**config.mk**
```make
export PLATFORM = sky130hd
export DESIGN_NAME = modular_exponentiation_unit
export DESIGN_NICKNAME = d
export VERILOG_FILES = /design/src/hw/rtl/mexp_pkg.sv /design/src/hw/rtl/mexp_dp.sv /design/src/hw/rtl/mexp_ctrl.sv /design/src/hw/rtl/modular_exponentiation_unit.sv
export SDC_FILE = /design/constraint.sdc
export NUM_CORES = 1
export LEC_CHECK = 0
export BUFFER_PORTS_ARGS = -buffer_cell sky130_fd_sc_hd__buf_2
export CAP_MARGIN = 20
export CORE_ASPECT_RATIO = 0.8
export CORE_MARGIN = 5
export CORE_UTILIZATION = 48
export CTS_BUF_LIST = sky130_fd_sc_hd__clkbuf_16
export DETAILED_ROUTE_END_ITERATION = 8
export HOLD_SLACK_MARGIN = 0.12
export PLACE_DENSITY = 0.76
export SKIP_CTS_REPAIR_TIMING = 1
export SYNTH_ARGS = -nofsm -noshare
export SYNTH_HDL_FRONTEND = slang
export SYNTH_SLANG_ARGS = --single-unit
```
**constraint.sdc**
```tcl
create_clock -name clk -period 11 [get_ports clk]
set_clock_uncertainty 0.15 [all_clocks]
set_input_delay 0.55 -clock clk [delete_from_list [all_inputs] [get_ports clk]]
set_output_delay 0.55 -clock clk [all_outputs]
set_load 0.005 [all_outputs]
```
**src/hw/rtl/mexp_pkg.sv**
```systemverilog
`timescale 1ns / 1ps

package mexp_pkg;

  localparam int WIDTH = 32;
  localparam int CNT_W = $clog2(WIDTH);
  localparam int CFG_IDX_W = 2;
  localparam int ERR_W = 2;

  localparam logic [CFG_IDX_W-1:0] REG_MODULUS  = 2'd0;
  localparam logic [CFG_IDX_W-1:0] REG_EXPONENT = 2'd1;

  localparam logic [ERR_W-1:0] ERR_OK       = 2'd0;
  localparam logic [ERR_W-1:0] ERR_ZERO_EXP = 2'd1;
  localparam logic [ERR_W-1:0] ERR_ZERO_MOD = 2'd2;

  typedef logic [1:0] op_t;

  // Which modular product the shared multiplier forms.
  localparam op_t OP_RED = 2'd0;  // base mod m, as (1 mod m) * base
  localparam op_t OP_SQR = 2'd1;  // r * r
  localparam op_t OP_MUL = 2'd2;  // r * base

  typedef struct packed {
    logic             load;
    logic             start;
    logic             step;
    logic             commit;
    logic             out_load;
    op_t              op;
    logic [CNT_W-1:0] ebit_idx;
    logic [ERR_W-1:0] err;
  } mexp_cmd_t;

  typedef struct packed {
    logic e_zero;
    logic m_zero;
    logic e_bit;
  } mexp_sts_t;

endpackage

```
**src/hw/rtl/mexp_dp.sv**
```systemverilog
`timescale 1ns / 1ps

module mexp_dp (
  input  logic                            clk,
  input  logic                            rst_n,
  input  logic                            cfg_valid,
  input  logic [mexp_pkg::CFG_IDX_W-1:0]  cfg_index,
  input  logic [mexp_pkg::WIDTH-1:0]      cfg_data,
  input  logic [mexp_pkg::WIDTH-1:0]      in_base_value,
  input  mexp_pkg::mexp_cmd_t             cmd,
  output mexp_pkg::mexp_sts_t             sts,
  output logic [mexp_pkg::WIDTH-1:0]      out_power_result,
  output logic [mexp_pkg::ERR_W-1:0]      out_error_code
);
  import mexp_pkg::*;

  logic [WIDTH-1:0] mod_r;
  logic [WIDTH-1:0] exp_r;
  logic [WIDTH-1:0] base_r;
  logic [WIDTH-1:0] pow_r;
  logic [WIDTH-1:0] acc_r;
  logic [WIDTH-1:0] mcand_r;
  logic [WIDTH-1:0] mplier_r;
  logic [WIDTH-1:0] res_r;
  logic [ERR_W-1:0] err_r;

  logic [WIDTH-1:0] one_mod;
  logic [WIDTH-1:0] dbl;
  logic [WIDTH-1:0] dbl_add;
  logic [WIDTH-1:0] acc_nxt;

  // (x + y) mod m for x, y < m; the sum carries one extra bit.
  function automatic logic [WIDTH-1:0] add_mod(input logic [WIDTH-1:0] x,
                                               input logic [WIDTH-1:0] y,
                                               input logic [WIDTH-1:0] m);
    logic [WIDTH:0] s;
    logic [WIDTH:0] d;
    s = {1'b0, x} + {1'b0, y};
    d = s - {1'b0, m};
    if (s >= {1'b0, m}) begin
      add_mod = d[WIDTH-1:0];
    end else begin
      add_mod = s[WIDTH-1:0];
    end
  endfunction

  assign one_mod = (mod_r == WIDTH'(1)) ? '0 : WIDTH'(1);

  // One multiplier bit per cycle, most significant first.
  assign dbl     = add_mod(acc_r, acc_r, mod_r);
  assign dbl_add = add_mod(dbl, mcand_r, mod_r);
  assign acc_nxt = mplier_r[WIDTH-1] ? dbl_add : dbl;

  assign sts.e_zero = (exp_r == '0);
  assign sts.m_zero = (mod_r == '0);
  assign sts.e_bit  = exp_r[cmd.ebit_idx];

  always_ff @(posedge clk) begin
    if (!rst_n) begin
      mod_r <= '0;
      exp_r <= '0;
    end else if (cfg_valid) begin
      case (cfg_index)
        REG_MODULUS:  mod_r <= cfg_data;
        REG_EXPONENT: exp_r <= cfg_data;
        default: ;
      endcase
    end
  end

  always_ff @(posedge clk) begin
    if (cmd.load) begin
      base_r <= in_base_value;
      pow_r  <= one_mod;
    end
    if (cmd.start) begin
      acc_r <= '0;
      case (cmd.op)
        OP_RED: begin
          mcand_r  <= one_mod;
          mplier_r <= base_r;
        end
        OP_SQR: begin
          mcand_r  <= pow_r;
          mplier_r <= pow_r;
        end
        default: begin
          mcand_r  <= pow_r;
          mplier_r <= base_r;
        end
      endcase
    end else if (cmd.step) begin
      acc_r    <= acc_nxt;
      mplier_r <= {mplier_r[WIDTH-2:0], 1'b0};
    end
    if (cmd.commit) begin
      if (cmd.op == OP_RED) begin
        base_r <= acc_r;
      end else begin
        pow_r <= acc_r;
      end
    end
    if (cmd.out_load) begin
      res_r <= (cmd.err == ERR_OK) ? pow_r : '0;
      err_r <= cmd.err;
    end
  end

  assign out_power_result = res_r;
  assign out_error_code   = err_r;

endmodule

```
**src/hw/rtl/mexp_ctrl.sv**
```systemverilog
`timescale 1ns / 1ps

module mexp_ctrl (
  input  logic                 clk,
  input  logic                 rst_n,
  input  logic                 in_valid,
  output logic                 in_stall,
  output logic                 out_valid,
  input  logic                 out_stall,
  input  mexp_pkg::mexp_sts_t  sts,
  output mexp_pkg::mexp_cmd_t  cmd
);
  import mexp_pkg::*;

  localparam logic [2:0] S_IDLE   = 3'd0;
  localparam logic [2:0] S_CHECK  = 3'd1;
  localparam logic [2:0] S_STEP   = 3'd2;
  localparam logic [2:0] S_COMMIT = 3'd3;
  localparam logic [2:0] S_NEXT   = 3'd4;
  localparam logic [2:0] S_FIN    = 3'd5;

  logic [2:0]       state_r, state_nxt;
  op_t              op_r, op_nxt;
  logic [CNT_W-1:0] cnt_r, cnt_nxt;
  logic [CNT_W-1:0] ebit_r, ebit_nxt;
  logic [ERR_W-1:0] err_r, err_nxt;
  logic             out_valid_r, out_valid_nxt;
  logic             out_free;

  assign in_stall  = (state_r != S_IDLE);
  assign out_valid = out_valid_r;
  assign out_free  = !out_valid_r || !out_stall;

  always_comb begin
    state_nxt    = state_r;
    op_nxt       = op_r;
    cnt_nxt      = cnt_r;
    ebit_nxt     = ebit_r;
    err_nxt      = err_r;
    cmd          = '0;
    cmd.op       = op_r;
    cmd.ebit_idx = ebit_r;
    cmd.err      = err_r;

    case (state_r)
      S_IDLE: begin
        if (in_valid) begin
          cmd.load  = 1'b1;
          state_nxt = S_CHECK;
        end
      end
      S_CHECK: begin
        if (sts.e_zero) begin
          err_nxt   = ERR_ZERO_EXP;
          state_nxt = S_FIN;
        end else if (sts.m_zero) begin
          err_nxt   = ERR_ZERO_MOD;
          state_nxt = S_FIN;
        end else begin
          err_nxt   = ERR_OK;
          cmd.start = 1'b1;
          cmd.op    = OP_RED;
          op_nxt    = OP_RED;
          cnt_nxt   = '0;
          state_nxt = S_STEP;
        end
      end
      S_STEP: begin
        cmd.step = 1'b1;
        cnt_nxt  = cnt_r + CNT_W'(1);
        if (cnt_r == CNT_W'(WIDTH - 1)) begin
          state_nxt = S_COMMIT;
        end
      end
      S_COMMIT: begin
        cmd.commit = 1'b1;
        state_nxt  = S_NEXT;
      end
      S_NEXT: begin
        // Scan the exponent from its top bit: square, then multiply on a one.
        cnt_nxt = '0;
        if (op_r == OP_RED) begin
          ebit_nxt  = CNT_W'(WIDTH - 1);
          cmd.start = 1'b1;
          cmd.op    = OP_SQR;
          op_nxt    = OP_SQR;
          state_nxt = S_STEP;
        end else if (op_r == OP_SQR && sts.e_bit) begin
          cmd.start = 1'b1;
          cmd.op    = OP_MUL;
          op_nxt    = OP_MUL;
          state_nxt = S_STEP;
        end else if (ebit_r == '0) begin
          state_nxt = S_FIN;
        end else begin
          ebit_nxt  = ebit_r - CNT_W'(1);
          cmd.start = 1'b1;
          cmd.op    = OP_SQR;
          op_nxt    = OP_SQR;
          state_nxt = S_STEP;
        end
      end
      S_FIN: begin
        if (out_free) begin
          cmd.out_load = 1'b1;
          state_nxt    = S_IDLE;
        end
      end
      default: begin
        state_nxt = S_IDLE;
      end
    endcase
  end

  always_comb begin
    out_valid_nxt = out_valid_r;
    if (out_valid_r && !out_stall) begin
      out_valid_nxt = 1'b0;
    end
    if (cmd.out_load) begin
      out_valid_nxt = 1'b1;
    end
  end

  always_ff @(posedge clk) begin
    if (!rst_n) begin
      state_r     <= S_IDLE;
      op_r        <= OP_RED;
      cnt_r       <= '0;
      ebit_r      <= '0;
      err_r       <= ERR_OK;
      out_valid_r <= 1'b0;
    end else begin
      state_r     <= state_nxt;
      op_r        <= op_nxt;
      cnt_r       <= cnt_nxt;
      ebit_r      <= ebit_nxt;
      err_r       <= err_nxt;
      out_valid_r <= out_valid_nxt;
    end
  end

endmodule

```
**src/hw/rtl/modular_exponentiation_unit.sv**
```systemverilog
// Each modular product is a start, 32 shift-add steps and a commit. One product reduces the
// base, then the exponent takes 32 squarings plus one multiply per one bit of the exponent;
// error cases (zero exponent or modulus) skip the products and go straight to the result.
// One request at a time, set by the single shift-add modular multiplier; the next request
// is accepted the cycle after the result is loaded.
// Reset (rst_n, synchronous, active low) clears the modulus and exponent to zero and idles.
`timescale 1ns / 1ps

module modular_exponentiation_unit (
  input  logic                            clk,
  input  logic                            rst_n,
  input  logic                            cfg_valid,
  output logic                            cfg_ready,
  input  logic [mexp_pkg::CFG_IDX_W-1:0]  cfg_index,
  input  logic [mexp_pkg::WIDTH-1:0]      cfg_data,
  input  logic                            in_valid,
  output logic                            in_stall,
  input  logic [mexp_pkg::WIDTH-1:0]      in_base_value,
  output logic                            out_valid,
  input  logic                            out_stall,
  output logic [mexp_pkg::WIDTH-1:0]      out_power_result,
  output logic [mexp_pkg::ERR_W-1:0]      out_error_code
);
  import mexp_pkg::*;

  mexp_cmd_t cmd;
  mexp_sts_t sts;

  assign cfg_ready = 1'b1;

  mexp_ctrl u_ctrl (
    .clk       (clk),
    .rst_n     (rst_n),
    .in_valid  (in_valid),
    .in_stall  (in_stall),
    .out_valid (out_valid),
    .out_stall (out_stall),
    .sts       (sts),
    .cmd       (cmd)
  );

  mexp_dp u_dp (
    .clk              (clk),
    .rst_n            (rst_n),
    .cfg_valid        (cfg_valid),
    .cfg_index        (cfg_index),
    .cfg_data         (cfg_data),
    .in_base_value    (in_base_value),
    .cmd              (cmd),
    .sts              (sts),
    .out_power_result (out_power_result),
    .out_error_code   (out_error_code)
  );

endmodule
```
* After elaboration in Yosys (flattened, before gate mapping)
Index checks and enable logic that the tools add are counted.
Word-level totals: register bits 276, input bits 71, output and inout port bits 37, word-level logic and storage cells 116
Operators by class: add/subtract/negate cells 6, $lt $le $gt $ge 3, eq/ne operators 17, muxes and demuxes 53, reduce and logical (&&, ||, !) cells 22
Operators with widths (number):
- $mux 32 | 13
- $add 32x32->33 | 2
- $ge 33x32->1 | 2
- $logic_not 32->1 | 2
- $sub 32x32->32 | 2
- $eq 32x1->1 const B | 1
- $mux 5 | 5
- $mux 3 | 8
- $pmux 3 s6 | 1
- $mux 1 | 15
- $pmux 5 s3 | 1
- $mux 2 | 7
- $reduce_and 3->1 | 3
- $logic_not 2->1 | 4
- $ne 2x1->1 const B | 4
- $eq 2x1->1 const B | 3
- $eq 3x2->1 const B | 2
- $eq 3x3->1 const B | 2
- $lt 5x6->1 const B | 1
- $ne 2x2->1 const B | 3
- $reduce_bool 3->1 | 2
- $add 5x1->5 const B | 1
- $bmux 1 s5 | 1
- $eq 5x5->1 const B | 1
- other kinds (11) | 15

* Longest topological paths before layout
depth in word-level cells 9, mapped depth 35, depth with buffers taken out 30

* Hierarchy
A second synthesis with hierarchy kept.
Unflattened totals: cells, all modules 1971, area, all modules 17387.9 µm²
By module, submodules not included:
- mexp_dp | instances 1, cells each 1848, area each 16369.4 µm², sequential area each 6145.9 µm²
- mexp_ctrl | instances 1, cells each 121, area each 1007.2 µm², sequential area each 360.3 µm²
- modular_exponentiation_unit | instances 1, cells each 2, area each 11.3 µm², sequential area each 0.0 µm²

* Worst setup path after synthesis
No wires, ideal clock.
path type flip-flop to flip-flop, start reg u_dp.mod_r[18], end reg u_dp.acc_r[29], library setup time 0.122 ns, data arrival time 6.707 ns, required time 10.728 ns, slack 4.021 ns, stages on the path, launching flop included 31, buffers on the path 2, clock period less this slack 6.979 ns, path through dfxtp_1 inv_1 ha_1 a21o_1 a21o_1 a211o_1 a311o_1 a211oi_4 nand2_2 buf_4 nor2_1 a21oi_1 ha_1 nor2b_1 o31ai_1 a31oi_4 a31oi_2 o21bai_1 a2111o_1 o211ai_1 ha_1 a21oi_1 o21bai_1 a21oi_1 nor3_1 a2111oi_1 a31o_2 o21ai_1 buf_2 mux2_2 a221o_1
Between the ends: word-level cells in the longest chain between the ends 6, elaborated cells on any way between the ends 12, classes of those cells add/sub: 3; order compare: 2; mux: 6; reduce/logical: 1
Ends and longest elaborated chain:
- start: declaration | RTL line mexp_dp.sv:17 | logic [WIDTH-1:0] mod_r;
- start signal: assignment | RTL line mexp_dp.sv:64 | REG_MODULUS: mod_r <= cfg_data;
- $sub 32x32->32 / $ge 33x32->1 (equally long branches) | RTL line mexp_dp.sv:39, mexp_dp.sv:40
- $mux 32 | RTL line mexp_dp.sv:40 | if (s >= {1'b0, m}) begin
- $add 32x32->33 | RTL line mexp_dp.sv:38 | s = {1'b0, x} + {1'b0, y};
- $sub 32x32->32 / $ge 33x32->1 (equally long branches) | RTL line mexp_dp.sv:39, mexp_dp.sv:40
- $mux 32 | RTL line mexp_dp.sv:40
- $mux 32 | RTL line mexp_dp.sv:52 | assign acc_nxt = mplier_r[WIDTH-1] ? dbl_add : dbl;
- end signal: assignment | RTL line mexp_dp.sv:93 | acc_r <= acc_nxt;
- end: declaration | RTL line mexp_dp.sv:21 | logic [WIDTH-1:0] acc_r;
Several ways; a longest one is shown, not always the timed one. A chain may end at the register's enable or synchronous reset.

* Worst setup path after layout
start reg u_dp.mod_r[18], end reg u_dp.acc_r[7]
Between the ends: word-level cells in the longest chain between the ends 6, elaborated cells on any way between the ends 12, classes of those cells add/sub: 3; order compare: 2; mux: 6; reduce/logical: 1
Ends and longest elaborated chain (RTL line):
- $ge 33x32->1 / $sub 32x32->32 (equally long branches) | mexp_dp.sv:40, mexp_dp.sv:39
- $mux 32 | mexp_dp.sv:40
- $add 32x32->33 | mexp_dp.sv:38
- $sub 32x32->32 / $ge 33x32->1 (equally long branches) | mexp_dp.sv:39, mexp_dp.sv:40
- $mux 32 | mexp_dp.sv:40
- $mux 32 | mexp_dp.sv:52
Several ways; a longest one is shown, not always the timed one.

==> metrics <==
Post-Syn Nets 2,148; core area 0.03496 sq mm; Port Buf Inserts 106; area delta synth->final 13.13%; Worst path depth 29; Clk pin slew, worst setup/hold paths 0.06 ns; synthesized cell area 0.01707 sq mm; Final Max Tran Viols 0; grt total ovfl 0; final critical-path share of the clock period 81.35%; #FFs+latches synth 276; filler cell count 3,260; die span in x 220.8 um; CTS Root Cell clkbuf_16; layout cells sized above 1 10.84%; CTS buffer count 30; critical path startpoint category register; vias in the first global route 14,200; reg2reg path depth 29; Distinct cells, synth 92; Vias 15,100; Cell Count Post-Placement 2,476; later-pin clock latency in the skew report 0.58 ns; hold path depth 3; first-pass GRT wire length 78,560 um; GRT Total Usage 24.59%; Slowest-stage cell, CP o21a_1; routability cong. 1.016; Post-synth EDFFs 98; ys async rst share 0%; outcome complete, no violations; worst path required time 11.36 ns; Largest stage delay, worst path 0.72 ns; CTS tree yes; # clock sinks 276; ant diodes 0; Final HPWL DP 37,800 um; initial cell density of the core 48.83%; Ys Warns 0; RSZ-0062 raised after global routing no; Final TNS setup 0 ns; dominant synthesized flop cell dfxtp_1; area of the multi-input gates 0.009958 sq mm; non-filler instance count after layout 2,566; Slew @ Worst Pin 1.042 ns; CTS max path bufs 3; Die Ht 178.7 um; worst setup margin 2.051 ns; DRC violations left 0; cell mode on critical path ha_1; minimum clock period 8.949 ns; count of endpoints failing setup in the final report 0; die footprint 0.03945 sq mm; Max FO, Critical Path 34; endpoints failing hold 0; nets 2,243; Detail Route Antenna Nets 0; Synth Area per Inst 8.642 sq um; f_max 0.1117 GHz; DRT Pass-1 Iters 6; final hold slack 0.1089 ns; Hold/Removal Path Class input port to register; drt first-iter violations 1,132; H-tree Lvls 1; cell row count 61; initial antenna violation count 1; number of top-level pins 108; Buffers & Inverters on Critical Path 3; max cap viols 0; FF/Latch Area 0.006506 sq mm; Syn Inst Count 1,975; Via density 5.883; routed len/inst 19.94 um; pre-CTS setup slack 2.039 ns; Crit Path Category register to register; DRT Wirelength 51,160 um; CP Capture Type register; register area share after synthesis 38.12%; crit path DAT 9.31 ns; pin count of the biggest net entering global routing 79; crit-path leading delay family compound AO/OA/AOI/OAI gates; worst rel slew slack 30.51%
[flip-flops by register name, summed over array words and instances (netlist names)]
register / flops
u_ctrl.err_r: 2
u_ctrl.ebit_r: 5
u_dp.mcand_r: 32
u_dp.out_error_code: 2
u_dp.acc_r: 32
u_dp.out_power_result: 32
u_ctrl.cnt_r: 5
u_dp.mplier_r: 32
u_dp.base_r: 32
u_dp.exp_r: 32
u_ctrl.state_r: 3
u_ctrl.out_valid: 1
u_dp.pow_r: 32
u_dp.mod_r: 32
u_ctrl.op_r: 2
[routing by layer]
metal | wire, um | part of all wire (%) | vias to the layer above | track usage, %
met5 | 0 | 0 | - | 0
met3 | 3090 | 6.0 | 104 | 3.421
met4 | 1845 | 3.6 | 0 | 8.525
met2 | 23790 | 47 | 530 | 40.99
li1 | - | - | 7282 | -
met1 | 22430 | 44 | 7181 | 33.21
[layout make-up]
| class | instances | share of cell area, % |
|---|---|---|
| Sequential cell | 276 | 33.70 |
| Clock buffer | 33 | 4.277 |
| Multi-Input combinational cell | 1540 | 51.57 |
| Clock inverter | 23 | 0.7063 |
| Timing Repair Buffer | 156 | 5.404 |
| Inverter | 66 | 1.283 |
| Tap cell | 472 | 3.059 |
[tightest hold or removal path, cell delays in order]
cell     delay (ns)
buf_2          0.08
mux2i_1        0.05
a21oi_1        0.12
[cells in the mapped netlist (all sizes together) (16+ instances only)]
| cell | count | share of area [%] |
|---|---|---|
| buf | 31 | 1.0 |
| o21ai | 137 | 4.1 |
| xor2 | 30 | 1.5 |
| a31oi | 18 | 0.78 |
| mux2 | 16 | 1.2 |
| and3 | 19 | 0.70 |
| ha | 99 | 7.3 |
| inv | 65 | 1.4 |
| a21o | 33 | 1.5 |
| nand3 | 32 | 0.97 |
| edfxtp | 98 | 17 |
| nor3 | 18 | 0.53 |
| nand4 | 19 | 0.70 |
| a21oi | 210 | 6.2 |
| a211oi | 22 | 1.0 |
| nor4 | 20 | 0.73 |
| o211ai | 16 | 0.73 |
| nor2 | 119 | 2.7 |
| xnor2 | 53 | 2.7 |
| clkbuf | 62 | 1.4 |
| o21bai | 16 | 0.70 |
| and2 | 73 | 2.7 |
| nand2 | 335 | 7.4 |
| mux2i | 80 | 4.7 |
| o21a | 21 | 0.92 |
| dfxtp | 178 | 21 |
[placed cells by master (no fill, tap or decap), types with 31 or more instances in the layout]
cell type / instances
o21ai_1: 32
a21o_1: 33
mux2i_1: 80
dfxtp_1: 178
and2_1: 73
nor2_1: 116
clkbuf_16: 33
xnor2_1: 53
o21ai_0: 102
dlygate4sd3_1: 31
nand2_1: 333
nand3_1: 31
buf_2: 106
edfxtp_1: 98
ha_1: 99
a21oi_1: 207
inv_1: 71
[worst paths after layout]
path | from | to | slack (ns)
hold reg to reg | u_dp.mod_r[19] | u_dp.mod_r[19] | 0.31
hold / removal | in_base_value[12] | u_dp.base_r[12] | 0.11
setup reg to reg | u_dp.mod_r[18] | u_dp.acc_r[7] | 2.05
setup / recovery | u_dp.mod_r[18] | u_dp.acc_r[7] | 2.05
[stage by stage]
step	instance area, sq um	util [%]
floorplan	17070	-
global placement	17950	51.34
detailed placement	17970	51.42
CTS	18940	54.17
global route	19310	55.24
finish	19310	55.24
[cell families after synthesis]
logic type	count (synthesis)	synth area share (%)
AOI/OAI and AO/OA	556	20.24
xor gates and xnor gates	83	4.259
adders and majority gates	102	7.609
buffers and inverters	159	3.827
DFF	276	38.12
muxes	106	7.243
other	1	0.02197
and+or+nand+nor	692	18.68
Power is not shown: default switching activity piles up to over one toggle a cycle in this logic, so the estimate is an artifact.
